### config.mk
export PLATFORM = sky130hd
export DESIGN_NAME = text_line_canonicalizer
export DESIGN_NICKNAME = d
export VERILOG_FILES = /design/src/rtl/tlc_pkg.sv /design/src/rtl/tlc_run_ram.sv /design/src/rtl/text_line_canonicalizer.sv
export SDC_FILE = /design/constraint.sdc
export NUM_CORES = 1
export LEC_CHECK = 0
export BUFFER_PORTS_ARGS = -buffer_cell sky130_fd_sc_hd__buf_2
export CORE_ASPECT_RATIO = 0.6
export CORE_MARGIN = 2
export CORE_UTILIZATION = 31
export CTS_BUF_LIST = sky130_fd_sc_hd__clkbuf_16
export CTS_CLUSTER_SIZE = 28
export DETAILED_ROUTE_END_ITERATION = 7
export RECOVER_POWER = 50
export SLEW_MARGIN = 20
export SYNTH_ARGS = -nofsm -noshare
export SYNTH_HDL_FRONTEND = slang
export SYNTH_SLANG_ARGS = --single-unit
### constraint.sdc
create_clock -name clk_i -period 4.2 [get_ports clk_i]
set_input_delay 0.21 -clock clk_i [delete_from_list [all_inputs] [get_ports clk_i]]
set_output_delay 0.21 -clock clk_i [all_outputs]
set_load 0.01 [all_outputs]
### src/rtl/tlc_pkg.sv
// ----------------------------------------------------------------------------
// tlc_pkg: shared types and constants of the text line canonicalizer
// Character codes, default run store depth, sequencer states and the
// trim-class test used by the datapath.
// ----------------------------------------------------------------------------
`default_nettype none

package tlc_pkg;

  localparam int unsigned ByteW       = 8;
  localparam int unsigned TlcRunDepth = 32;

  localparam logic [ByteW-1:0] ChCr  = 8'h0D;
  localparam logic [ByteW-1:0] ChLf  = 8'h0A;
  localparam logic [ByteW-1:0] ChSp  = 8'h20;
  localparam logic [ByteW-1:0] ChTab = 8'h09;

  // Sequencer states
  typedef enum logic [1:0] {
    ST_IDLE,   // waiting for a word
    ST_LF,     // CR sent, LF still to send
    ST_FLUSH,  // replaying held trim bytes from the run store
    ST_TAIL    // held run done, send the byte that ended it
  } tlc_state_e;

  // Trim class: CR always, space and tab only in strict mode
  function automatic logic is_trim(input logic [ByteW-1:0] b, input logic strict);
    logic res;
    res = (b == ChCr) || (strict && ((b == ChSp) || (b == ChTab)));
    return res;
  endfunction

endpackage

`default_nettype wire

### src/rtl/tlc_run_ram.sv
// ----------------------------------------------------------------------------
// tlc_run_ram: run store of held trim bytes
// One write port, one read port with registered read data.
// Read data holds its value while no read is issued.
// ----------------------------------------------------------------------------
`default_nettype none

module tlc_run_ram
  import tlc_pkg::*;
#(
  parameter int unsigned DEPTH = TlcRunDepth,
  parameter int unsigned AW    = (DEPTH > 1) ? $clog2(DEPTH) : 1
) (
  input  wire logic             clk_i,
  input  wire logic             wr_en_i,
  input  wire logic [AW-1:0]    wr_addr_i,
  input  wire logic [ByteW-1:0] wr_data_i,
  input  wire logic             rd_en_i,
  input  wire logic [AW-1:0]    rd_addr_i,
  output logic      [ByteW-1:0] rd_data_o
);

  logic [ByteW-1:0] mem_q [DEPTH];

  // Write port
  always_ff @(posedge clk_i) begin
    if (wr_en_i) begin
      mem_q[wr_addr_i] <= wr_data_i;
    end
  end

  // Registered read port
  always_ff @(posedge clk_i) begin
    if (rd_en_i) begin
      rd_data_o <= mem_q[rd_addr_i];
    end
  end

endmodule

`default_nettype wire

### src/rtl/text_line_canonicalizer.sv
// ----------------------------------------------------------------------------
// text_line_canonicalizer: byte stream to canonical text (CR LF line ends)
// Trailing trim bytes of a line are held in a run store and replayed before the
// next ordinary byte, or dropped at a line feed, end of stream or overflow.
// ----------------------------------------------------------------------------
// Output: a result word made directly from an input word is on the output
//   register in the cycle after that word is accepted; a replayed held byte
//   passes through the store's registered read port before the output register.
// Input: a word is taken only in idle with a free output slot. A line feed
//   holds off input until CR and LF are loaded, an ordinary byte after a held
//   run until the run and that byte are; trim bytes and end of stream output none.
// Reset: asynchronous, active low; clears count, overflow flag, output valid,
//   and sets trim_mode to strict. Run store contents are not cleared.
`default_nettype none

module text_line_canonicalizer
  import tlc_pkg::*;
#(
  parameter int unsigned RUN_DEPTH = TlcRunDepth
) (
  input  wire logic             clk_i,
  input  wire logic             rst_ni,
  // configuration write channel
  input  wire logic             cfg_valid_i,
  output logic                  cfg_ready_o,
  input  wire logic             cfg_trim_mode_i,
  // input channel
  input  wire logic             in_valid_i,
  output logic                  in_ready_o,
  input  wire logic [ByteW-1:0] data_byte_i,
  input  wire logic             end_of_stream_i,
  // output channel
  output logic                  out_valid_o,
  input  wire logic             out_ready_i,
  output logic      [ByteW-1:0] out_byte_o,
  output logic                  last_of_run_o,
  output logic                  run_overflow_o
);

  localparam int unsigned IdxW = (RUN_DEPTH > 1) ? $clog2(RUN_DEPTH) : 1;
  localparam int unsigned CntW = $clog2(RUN_DEPTH + 1);
  localparam logic [CntW-1:0] CntMax = CntW'(RUN_DEPTH);
  localparam logic [CntW-1:0] CntOne = CntW'(1);

  tlc_state_e       state_q, state_d;
  logic             trim_mode_q;
  logic [CntW-1:0]  count_q, count_d;
  logic             ovf_q, ovf_d;
  logic [CntW-1:0]  rd_idx_q, rd_idx_d;
  logic             data_vld_q, data_vld_d;
  logic [ByteW-1:0] hold_q, hold_d;

  logic             out_valid_q;
  logic [ByteW-1:0] out_byte_q;
  logic             out_last_q, out_ovf_q;

  logic             slot_free, in_acc;
  logic             out_load;
  logic [ByteW-1:0] out_byte_n;
  logic             out_last_n;
  logic             wr_en, rd_en;
  logic [IdxW-1:0]  rd_addr;
  logic [ByteW-1:0] rd_data;
  logic [CntW-1:0]  rd_idx_nxt;

  assign slot_free   = !out_valid_q || out_ready_i;
  assign in_ready_o  = (state_q == ST_IDLE) && slot_free;
  assign in_acc      = in_valid_i && in_ready_o;
  assign cfg_ready_o = 1'b1;
  assign rd_idx_nxt  = rd_idx_q + CntOne;

  // Run store; writes happen only on a held trim byte in idle, reads only when a
  // replay starts or while flushing, so no cycle has both a write and a read.
  tlc_run_ram #(
    .DEPTH (RUN_DEPTH),
    .AW    (IdxW)
  ) u_run_ram (
    .clk_i     (clk_i),
    .wr_en_i   (wr_en),
    .wr_addr_i (count_q[IdxW-1:0]),
    .wr_data_i (data_byte_i),
    .rd_en_i   (rd_en),
    .rd_addr_i (rd_addr),
    .rd_data_o (rd_data)
  );

  // Sequencer: next state and outputs
  always_comb begin
    state_d    = state_q;
    count_d    = count_q;
    ovf_d      = ovf_q;
    rd_idx_d   = rd_idx_q;
    data_vld_d = data_vld_q;
    hold_d     = hold_q;
    out_load   = 1'b0;
    out_byte_n = data_byte_i;
    out_last_n = 1'b1;
    wr_en      = 1'b0;
    rd_en      = 1'b0;
    rd_addr    = rd_idx_q[IdxW-1:0];
    case (state_q)
      ST_IDLE: begin
        if (in_acc) begin
          if (end_of_stream_i) begin
            count_d = '0;
            ovf_d   = 1'b0;
          end else if (data_byte_i == ChLf) begin
            count_d    = '0;
            out_load   = 1'b1;
            out_byte_n = ChCr;
            out_last_n = 1'b0;
            state_d    = ST_LF;
          end else if (is_trim(data_byte_i, trim_mode_q)) begin
            if (count_q < CntMax) begin
              wr_en   = 1'b1;
              count_d = count_q + CntOne;
            end else begin
              count_d = '0;
              ovf_d   = 1'b1;
            end
          end else if (count_q == '0) begin
            out_load = 1'b1;
          end else begin
            // start replay of the held run at entry 0
            hold_d     = data_byte_i;
            rd_en      = 1'b1;
            rd_addr    = '0;
            rd_idx_d   = '0;
            data_vld_d = 1'b1;
            state_d    = ST_FLUSH;
          end
        end
      end
      ST_LF: begin
        if (slot_free) begin
          out_load   = 1'b1;
          out_byte_n = ChLf;
          state_d    = ST_IDLE;
        end
      end
      ST_FLUSH: begin
        if (data_vld_q && slot_free) begin
          out_load   = 1'b1;
          out_byte_n = rd_data;
          out_last_n = 1'b0;
          if (rd_idx_nxt < count_q) begin
            // fetch the next held byte behind this one
            rd_en      = 1'b1;
            rd_addr    = rd_idx_nxt[IdxW-1:0];
            rd_idx_d   = rd_idx_nxt;
            data_vld_d = 1'b1;
          end else begin
            data_vld_d = 1'b0;
            state_d    = ST_TAIL;
          end
        end
      end
      ST_TAIL: begin
        if (slot_free) begin
          out_load   = 1'b1;
          out_byte_n = hold_q;
          count_d    = '0;
          state_d    = ST_IDLE;
        end
      end
      default: begin
        state_d = ST_IDLE;
      end
    endcase
  end

  // Control registers
  always_ff @(posedge clk_i or negedge rst_ni) begin
    if (!rst_ni) begin
      state_q     <= ST_IDLE;
      trim_mode_q <= 1'b1;
      count_q     <= '0;
      ovf_q       <= 1'b0;
      data_vld_q  <= 1'b0;
      out_valid_q <= 1'b0;
    end else begin
      state_q    <= state_d;
      count_q    <= count_d;
      ovf_q      <= ovf_d;
      data_vld_q <= data_vld_d;
      if (cfg_valid_i && cfg_ready_o) begin
        trim_mode_q <= cfg_trim_mode_i;
      end
      if (out_load) begin
        out_valid_q <= 1'b1;
      end else if (out_ready_i) begin
        out_valid_q <= 1'b0;
      end
    end
  end

  // Payload registers
  always_ff @(posedge clk_i) begin
    rd_idx_q <= rd_idx_d;
    hold_q   <= hold_d;
    if (out_load) begin
      out_byte_q <= out_byte_n;
      out_last_q <= out_last_n;
      out_ovf_q  <= ovf_q;
    end
  end

  assign out_valid_o    = out_valid_q;
  assign out_byte_o     = out_byte_q;
  assign last_of_run_o  = out_last_q;
  assign run_overflow_o = out_ovf_q;

  // Checks
  a_count_range: assert property (@(posedge clk_i) disable iff (!rst_ni)
    count_q <= CntMax)
    else $error("held run count beyond store depth");

  a_flush_has_run: assert property (@(posedge clk_i) disable iff (!rst_ni)
    (state_q == ST_FLUSH) |-> (count_q != '0) && (rd_idx_q < count_q))
    else $error("replay without a held run");

  a_data_vld_flush: assert property (@(posedge clk_i) disable iff (!rst_ni)
    data_vld_q |-> (state_q == ST_FLUSH))
    else $error("read data pending outside replay");

  a_lf_gives_cr: assert property (@(posedge clk_i) disable iff (!rst_ni)
    (in_acc && !end_of_stream_i && (data_byte_i == ChLf)) |=>
      (out_valid_o && (out_byte_o == ChCr) && !last_of_run_o))
    else $error("line feed did not produce CR first");

  a_eos_clears: assert property (@(posedge clk_i) disable iff (!rst_ni)
    (in_acc && end_of_stream_i) |=> ((count_q == '0) && !ovf_q))
    else $error("end of stream left state behind");

endmodule

`default_nettype wire

## Yosys cells after proc, flatten, opt, wreduce, memory -nomap -nowiden

Memories as Yosys holds them, arrays and structs flattened. A register that Yosys moved wholly into a read port is not among the register bits.
Cells that the tools add are included.

| word-level totals | value |
|---|---|
| memories | 1 |
| input port bits | 15 |
| word-level logic and storage cells | 144 |
| bits in latches | 0 |
| register bits | 36 |
| ROM bits | 0 |
| bits in writable memories | 256 |

Memories:

| memory | words | bits a word | read ports | clocked after memory_dff | wr ports | line | source |
|---|---|---|---|---|---|---|---|
| u_run_ram.mem_q | 32 | 8 | 1 | 1 | 1 | tlc_run_ram.sv:23 | `logic [ByteW-1:0] mem_q [DEPTH];` |

| operators by class | value |
|---|---|
| magnitude comparators | 2 |
| bitwise operators | 4 |
| mux-type cells | 81 |
| equality and inequality tests | 22 |
| $add $sub $neg | 2 |
| $mul | 0 |
| reduce and logical (&&, ||, !) cells | 21 |
| div/mod/pow operators | 0 |
| shift operators | 0 |

Operators by type and width:

| cell | number |
|---|---|
| $mux W6 | 13 |
| $mux W8 | 6 |
| $mux W1 | 38 |
| $mux W5 | 7 |
| $pmux W8 S4 | 1 |
| $eq A8 B4 Y1 const B | 3 |
| $pmux W6 S2 | 2 |
| $ne A2 B2 Y1 const B | 11 |
| $mux W2 | 8 |
| $reduce_and A7 Y1 | 2 |
| $add A6 B1 Y6 const B | 2 |
| $pmux W5 S2 | 1 |
| $eq A8 B6 Y1 const B | 1 |
| $reduce_and A8 Y1 | 1 |
| $reduce_bool A2 Y1 | 4 |
| $logic_not A6 Y1 | 1 |
| $lt A6 B6 Y1 | 1 |
| $lt A6 B6 Y1 const B | 1 |
| $ne A3 B3 Y1 const B | 2 |
| $pmux W1 S2 | 3 |
| $pmux W2 S3 | 1 |
| $reduce_and A6 Y1 | 1 |
| $reduce_and A5 Y1 | 1 |
| $eq A2 B2 Y1 const B | 2 |
| 11 further kinds | 19 |

## Depth between registers and ports, before layout

| depth | value |
|---|---|
| word-level depth | 11 |
| depth in mapped cells | 17 |

## Hierarchy

Synthesis repeated with hierarchy kept, for this count alone.

| unflattened totals | value |
|---|---|
| cells, all modules | 637 |
| area total of the unflattened synthesis | 12318.1 um^2 |

By module, submodules not included:

| module | area an instance (um^2) | cells each | instances |
|---|---|---|---|
| tlc_run_ram | 10133.5 | 417 | 1 |
| text_line_canonicalizer | 2184.6 | 220 | 1 |

## Worst setup path before layout

OpenSTA, ideal clock, no wires.

| timing path | value |
|---|---|
| path type | reg-to-reg |
| from | reg rd_idx_q[0] |
| to | reg u_run_ram.rd_data_o[2] (read register of u_run_ram.mem_q), data pin |
| arrival | 3.562 ns |
| slack | 0.378 ns |
| buffers on the path | 1 |
| required time | 3.940 ns |
| setup time | 0.260 ns |
| stages on the path, launching flop included | 15 |
| cells stage by stage | edfxtp_1 -> ha_1 -> nand3_1 -> xor2_1 -> inv_1 -> ha_1 -> nand2_1 -> o2111a_1 -> and3_1 -> a211oi_4 -> buf_6 -> mux4_2 -> a22o_1 -> a211oi_2 -> nor3_2 |

| between the ends | value |
|---|---|
| elaborated cells on any way between the ends | 13 |
| those cells by class | add/sub: 1; order compare: 1; mux: 11 |

RTL lines:

| element | line | source |
|---|---|---|
| from (decl) | text_line_canonicalizer.sv:49 | `logic [CntW-1:0] rd_idx_q, rd_idx_d;` |
| from (signal assigned) | text_line_canonicalizer.sv:199 | `rd_idx_q <= rd_idx_d;` |
| $add A6 B1 Y6 (*) | text_line_canonicalizer.sv:70 | `assign rd_idx_nxt = rd_idx_q + CntOne;` |
| via rd_idx_nxt[4] | text_line_canonicalizer.sv:64 | `logic [CntW-1:0] rd_idx_nxt;` |
| $lt A6 B6 Y1 | text_line_canonicalizer.sv:146 | `if (rd_idx_nxt < count_q) begin` |
| $mux W5 or $mux W1 (tied branches) | text_line_canonicalizer.sv:146 |  |
| $mux W5 or $mux W1 (tied branches) | text_line_canonicalizer.sv:142 | `if (data_vld_q && slot_free) begin` |
| $pmux W5 S2 or $pmux W1 S2 (tied branches) | text_line_canonicalizer.sv:101 | `case (state_q)` |
| to (decl) | tlc_run_ram.sv:20 | `output logic [ByteW-1:0] rd_data_o` |

The timed path passes the listed nets; every way through them passes the cells marked *.
A chain may end at the register's enable or synchronous reset.

## Final worst setup path

| timing path | value |
|---|---|
| from | reg state_q[1] |
| to | reg u_run_ram.rd_data_o[4] (read register of u_run_ram.mem_q), data pin |

| between the ends | value |
|---|---|
| word-level cells in the longest chain between the ends | 5 |
| elaborated cells on any way between the ends | 8 |
| those cells by class | eq/ne: 1; mux: 4; reduce/logical: 3 |

Ends and longest elaborated chain:

| element | line | source |
|---|---|---|
| from (decl) | text_line_canonicalizer.sv:45 | `tlc_state_e state_q, state_d;` |
| from (signal assigned) | text_line_canonicalizer.sv:182 | `state_q <= state_d;` |
| $logic_not A2 Y1 | text_line_canonicalizer.sv:67, text_line_canonicalizer.sv:101 |  |
| $logic_and A1 B1 Y1 | text_line_canonicalizer.sv:67 | `assign in_ready_o = (state_q == ST_IDLE) && slot_free;` |
| $logic_and A1 B1 Y1 | text_line_canonicalizer.sv:68 | `assign in_acc = in_valid_i && in_ready_o;` |
| $mux W5 or $mux W1 (tied branches) | text_line_canonicalizer.sv:103 | `if (in_acc) begin` |
| $pmux W5 S2 or $pmux W1 S2 (tied branches) | text_line_canonicalizer.sv:101 |  |

Several ways; a longest one is shown, not always the timed one.

==> results.sh <==
export IMPL_io_buffers=26
export IMPL_start_kind="flop"
export IMPL_reg2reg_to="u_run_ram.rd_data_o[4]"
export IMPL_power_density_nw_per_um2=536
export IMPL_yosysTopAreaCell="edfxtp_1"
export IMPL_maxCapViolCount=4
export IMPL_hp_class="in2reg"
export IMPL_synth_distinct_cells=65
export IMPL_grt_first_pass_wirelength_um=48100
export IMPL_drc_errors=0
export IMPL_synth_edf_count=288
export IMPL_status="finished, violations left"
export IMPL_reg2regPathDepth=10
export IMPL_start_util_pct=31.7
export IMPL_avgSynthCellArea_sq_um=16.4
export IMPL_core_sq_um=40700
export IMPL_place_area_sq_um=14100
export IMPL_postSynthCellCount=788
export IMPL_die_x_um=267
export IMPL_vias=7456
export IMPL_clockBufferDepth=3
export IMPL_required_ps=4510
export IMPL_seqPwrFrac_pct=43.6
export IMPL_hold_start="in_valid_i"
export IMPL_antenna_found_initial=2
export IMPL_cp_max_fo=30
export IMPL_combPwrFrac_pct=26.4
export IMPL_ff2ff_setup_slack_ps=130
export IMPL_arrival_ps=4380
export IMPL_area_growth_pct=16.0
export IMPL_dieArea_sq_um=43300
export IMPL_post_cts_resized=0
export IMPL_p_int_mw=5.61
export IMPL_wire_per_inst_um=22.3
export IMPL_grt_pass1_vias=7002
export IMPL_fin_worst_skew_ps=15.4
export IMPL_critical_path_class="reg2reg"
export IMPL_max_freq_mhz=246
export IMPL_setup_violations=0
export IMPL_netlist_area_sq_um=12900
export IMPL_cts_buffers_inserted=27
export IMPL_initialDrtViolationCount=955
export IMPL_report_final_slew_viol_count=136
export IMPL_finalSetupTns_ps=0
export IMPL_crit_start="state_q[1]"
export IMPL_detail_route_wirelength_um=32900
export IMPL_hold_violations=0
export IMPL_place_congestion=0.885
export IMPL_vdd_ir_drop_max_mv=0.327
export IMPL_async_flop_share_pct=4.00
export IMPL_cts_root_buffer="clkbuf_16"
export IMPL_synth_seq_cells=300
export IMPL_ys_warn_count=0
export IMPL_design_area_sq_um=15000
export IMPL_yosys_top_cells_area="edfxtp_1 (67%), mux2i_1 (7.8%), mux2_2 (2.9%), mux4_2 (2.4%), dfrtp_1 (2.1%)"
export IMPL_leakage_nw=5.15
export IMPL_clk_latency_ps=570
export IMPL_drive_gt1_share_pct=20.0
export IMPL_nets=918
export IMPL_syn_nets=813
export IMPL_grt_usage_pct=15.2
export IMPL_dp_cells=1416
export IMPL_rsz0062_at_grt="false"
export IMPL_swShare_pct=30.1
export IMPL_cts_tree="done"
export IMPL_violations="capacitance limit, slew limit"
export IMPL_synthFlopType="edfxtp_1"
export IMPL_drtPass1Iterations=5
export IMPL_hpwl_um=22500
export IMPL_stdcell_count=1475
export IMPL_fin_crit_ps=4070
export IMPL_ant_nets=0
export IMPL_power_frac_clock_pct=29.9
export IMPL_relSlewSlack_pct=-22.8
export IMPL_whs_path_depth=3
export IMPL_ioPinCount=28
export IMPL_die_y_um=162
export IMPL_clkTransAtPathRegs_ps=70
export IMPL_rows=57
export IMPL_holdPathEnd="ovf_q"
export IMPL_ys_seq_area_share_pct=69.4
export IMPL_vias_per_cell=5.05
export IMPL_overflow=0
export IMPL_p_sw_mw=2.41
export IMPL_fin_crit_sh_pct=96.8
export IMPL_tightest_slew_ps=1840
export IMPL_synth_top_area_share_pct=67.0
export IMPL_cp_end_kind="flop"
export IMPL_cts_sinks=300
export IMPL_r2r_start="state_q[1]"
export IMPL_htreeDepth=1
export IMPL_grt_max_degree=37
==> sequential cells by signal, summed over array words and instances (netlist names) <==
| name | flops |
|---|---|
| ovf_q | 1 |
| run_overflow_o | 1 |
| u_run_ram.mem_q | 256 |
| hold_q | 8 |
| u_run_ram.rd_data_o | 8 |
| rd_idx_q | 6 |
| count_q | 6 |
| out_valid_o | 1 |
| out_byte_o | 8 |
| state_q | 2 |
| last_of_run_o | 1 |
| trim_mode_q | 1 |
| data_vld_q | 1 |
==> critical path, stage by stage, from the launching register on <==
cell      delay, ps
dfrtp_1         390
clkbuf_1        610
nor2b_1         370
nand3_1         280
or3_1           540
a31o_4          390
buf_12          230
mux4_2          290
a22o_1          270
a211oi_2        320
nor3_2           90
==> timing repair <==
action | 4_1_cts | 5_1_grt
endpoints found under the hold margin | 16 | 0
buffers inserted | 0 | 1
hold buffers | 6 | 0
endpoints found under the setup margin | 0 | 5
==> layer usage <==
metal	vias up	share of wire [%]	track usage [%]
met4	0	1.5	2.76
met3	38	10	4.34
met2	318	36	18.2
met1	3757	52	25.8
met5	-	0	0
li1	3343	-	-
==> per-stage QoR <==
stage | power, mW | setup WS (ps) | util [%] | hold slack, ps
after global routing | 8.36 | 2.05 | 36.7 | 99.6
after global placement | 5.63 | 184 | 34.6 | 111
final | 8.03 | 133 | 36.7 | 78.6
after detailed placement | 5.63 | 202 | 34.6 | 106
after CTS | 8.02 | 205 | 36.9 | 21.7
after floorplan | 4.97 | 378 | - | -85.6
==> power by group through the flow <==
| stage | Combinational (mW) | Sequential [mW] | Clock, mW |
|---|---|---|---|
| floorplan | 1.42 | 3.55 | 0 |
| global route | 2.28 | 3.51 | 2.57 |
| CTS | 2.09 | 3.49 | 2.44 |
| detailed placement | 2.07 | 3.56 | 0 |
| global placement | 2.08 | 3.56 | 0 |
| finish | 2.12 | 3.50 | 2.40 |
==> synthesized netlist by cell type, types with 3 or more instances <==
cell type / count
buf_2: 4
and2_1: 5
a31o_2: 3
mux2_2: 33
a211oi_1: 9
a31oi_1: 6
inv_1: 28
buf_4: 7
nand2_1: 23
o21ai_0: 12
ha_1: 10
o31ai_1: 5
a21oi_1: 17
clkbuf_1: 13
nand2b_1: 4
a22o_1: 23
a211o_1: 3
edfxtp_1: 288
a222oi_1: 5
or3_1: 4
o221ai_1: 7
dfrtp_1: 11
a311oi_1: 5
buf_6: 11
mux4_2: 14
nor2b_1: 4
mux2i_1: 101
nand3_1: 11
nor3_1: 5
and3_1: 5
nor3_2: 8
nor2_1: 52
a211oi_2: 8
==> cell usage in the layout, fill, tap and decap left out, types with 6 or more instances in the layout <==
cell type and n:
a22o_1 23, a21oi_1 17, nor3_2 8, o221ai_1 7, a211oi_2 8, clkinv_2 7
nand2_1 23, inv_1 34, a31oi_1 6, ha_1 10, mux2i_1 101, buf_2 6
nand3_1 11, mux4_2 14, dfrtp_1 11, a211oi_1 9, mux2_2 33, nor2_1 52
dlygate4sd3_1 6, clkbuf_16 28, o21ai_0 12, clkbuf_1 33, edfxtp_1 288, buf_4 62
==> worst max path at each step <==
stage,to,cells after the start
after CTS,u_run_ram.rd_data_o[0],14
after global routing,u_run_ram.rd_data_o[4],14
after global placement,u_run_ram.rd_data_o[4],14
after detailed placement,u_run_ram.rd_data_o[0],14
final,u_run_ram.rd_data_o[4],10
after floorplan,u_run_ram.rd_data_o[2],14
==> cell type report <==
cell class | instances | area, sq um
Inverter | 28 | 105
Timing Repair Buffer | 111 | 764
Sequential cell | 300 | 8950
Fill cell | 3843 | 25800
Antenna cell | 2 | 5.00
Clock inverter | 22 | 164
Multi-Input combinational cell | 425 | 3600
Clock buffer | 27 | 676
Tap cell | 560 | 701
==> kinds of logic (layout without fill, tap and decap cells) <==
family                   Yosys count  count (layout)  share of synthesized area [%]
AO/OA/AOI/OAI                    128             128                           8.06
adder cells (fa/ha/maj)           10              10                          0.970
XOR/XNOR                           3               3                          0.204
multiplexers                     148             148                           13.2
AND/OR/NAND/NOR                  135             135                           5.47
flip-flops                       300             300                           69.4
buffers and inverters             63             188                           2.72
other                              1               3                         0.0291
No activity file was read; power rests on OpenSTA's default activity.
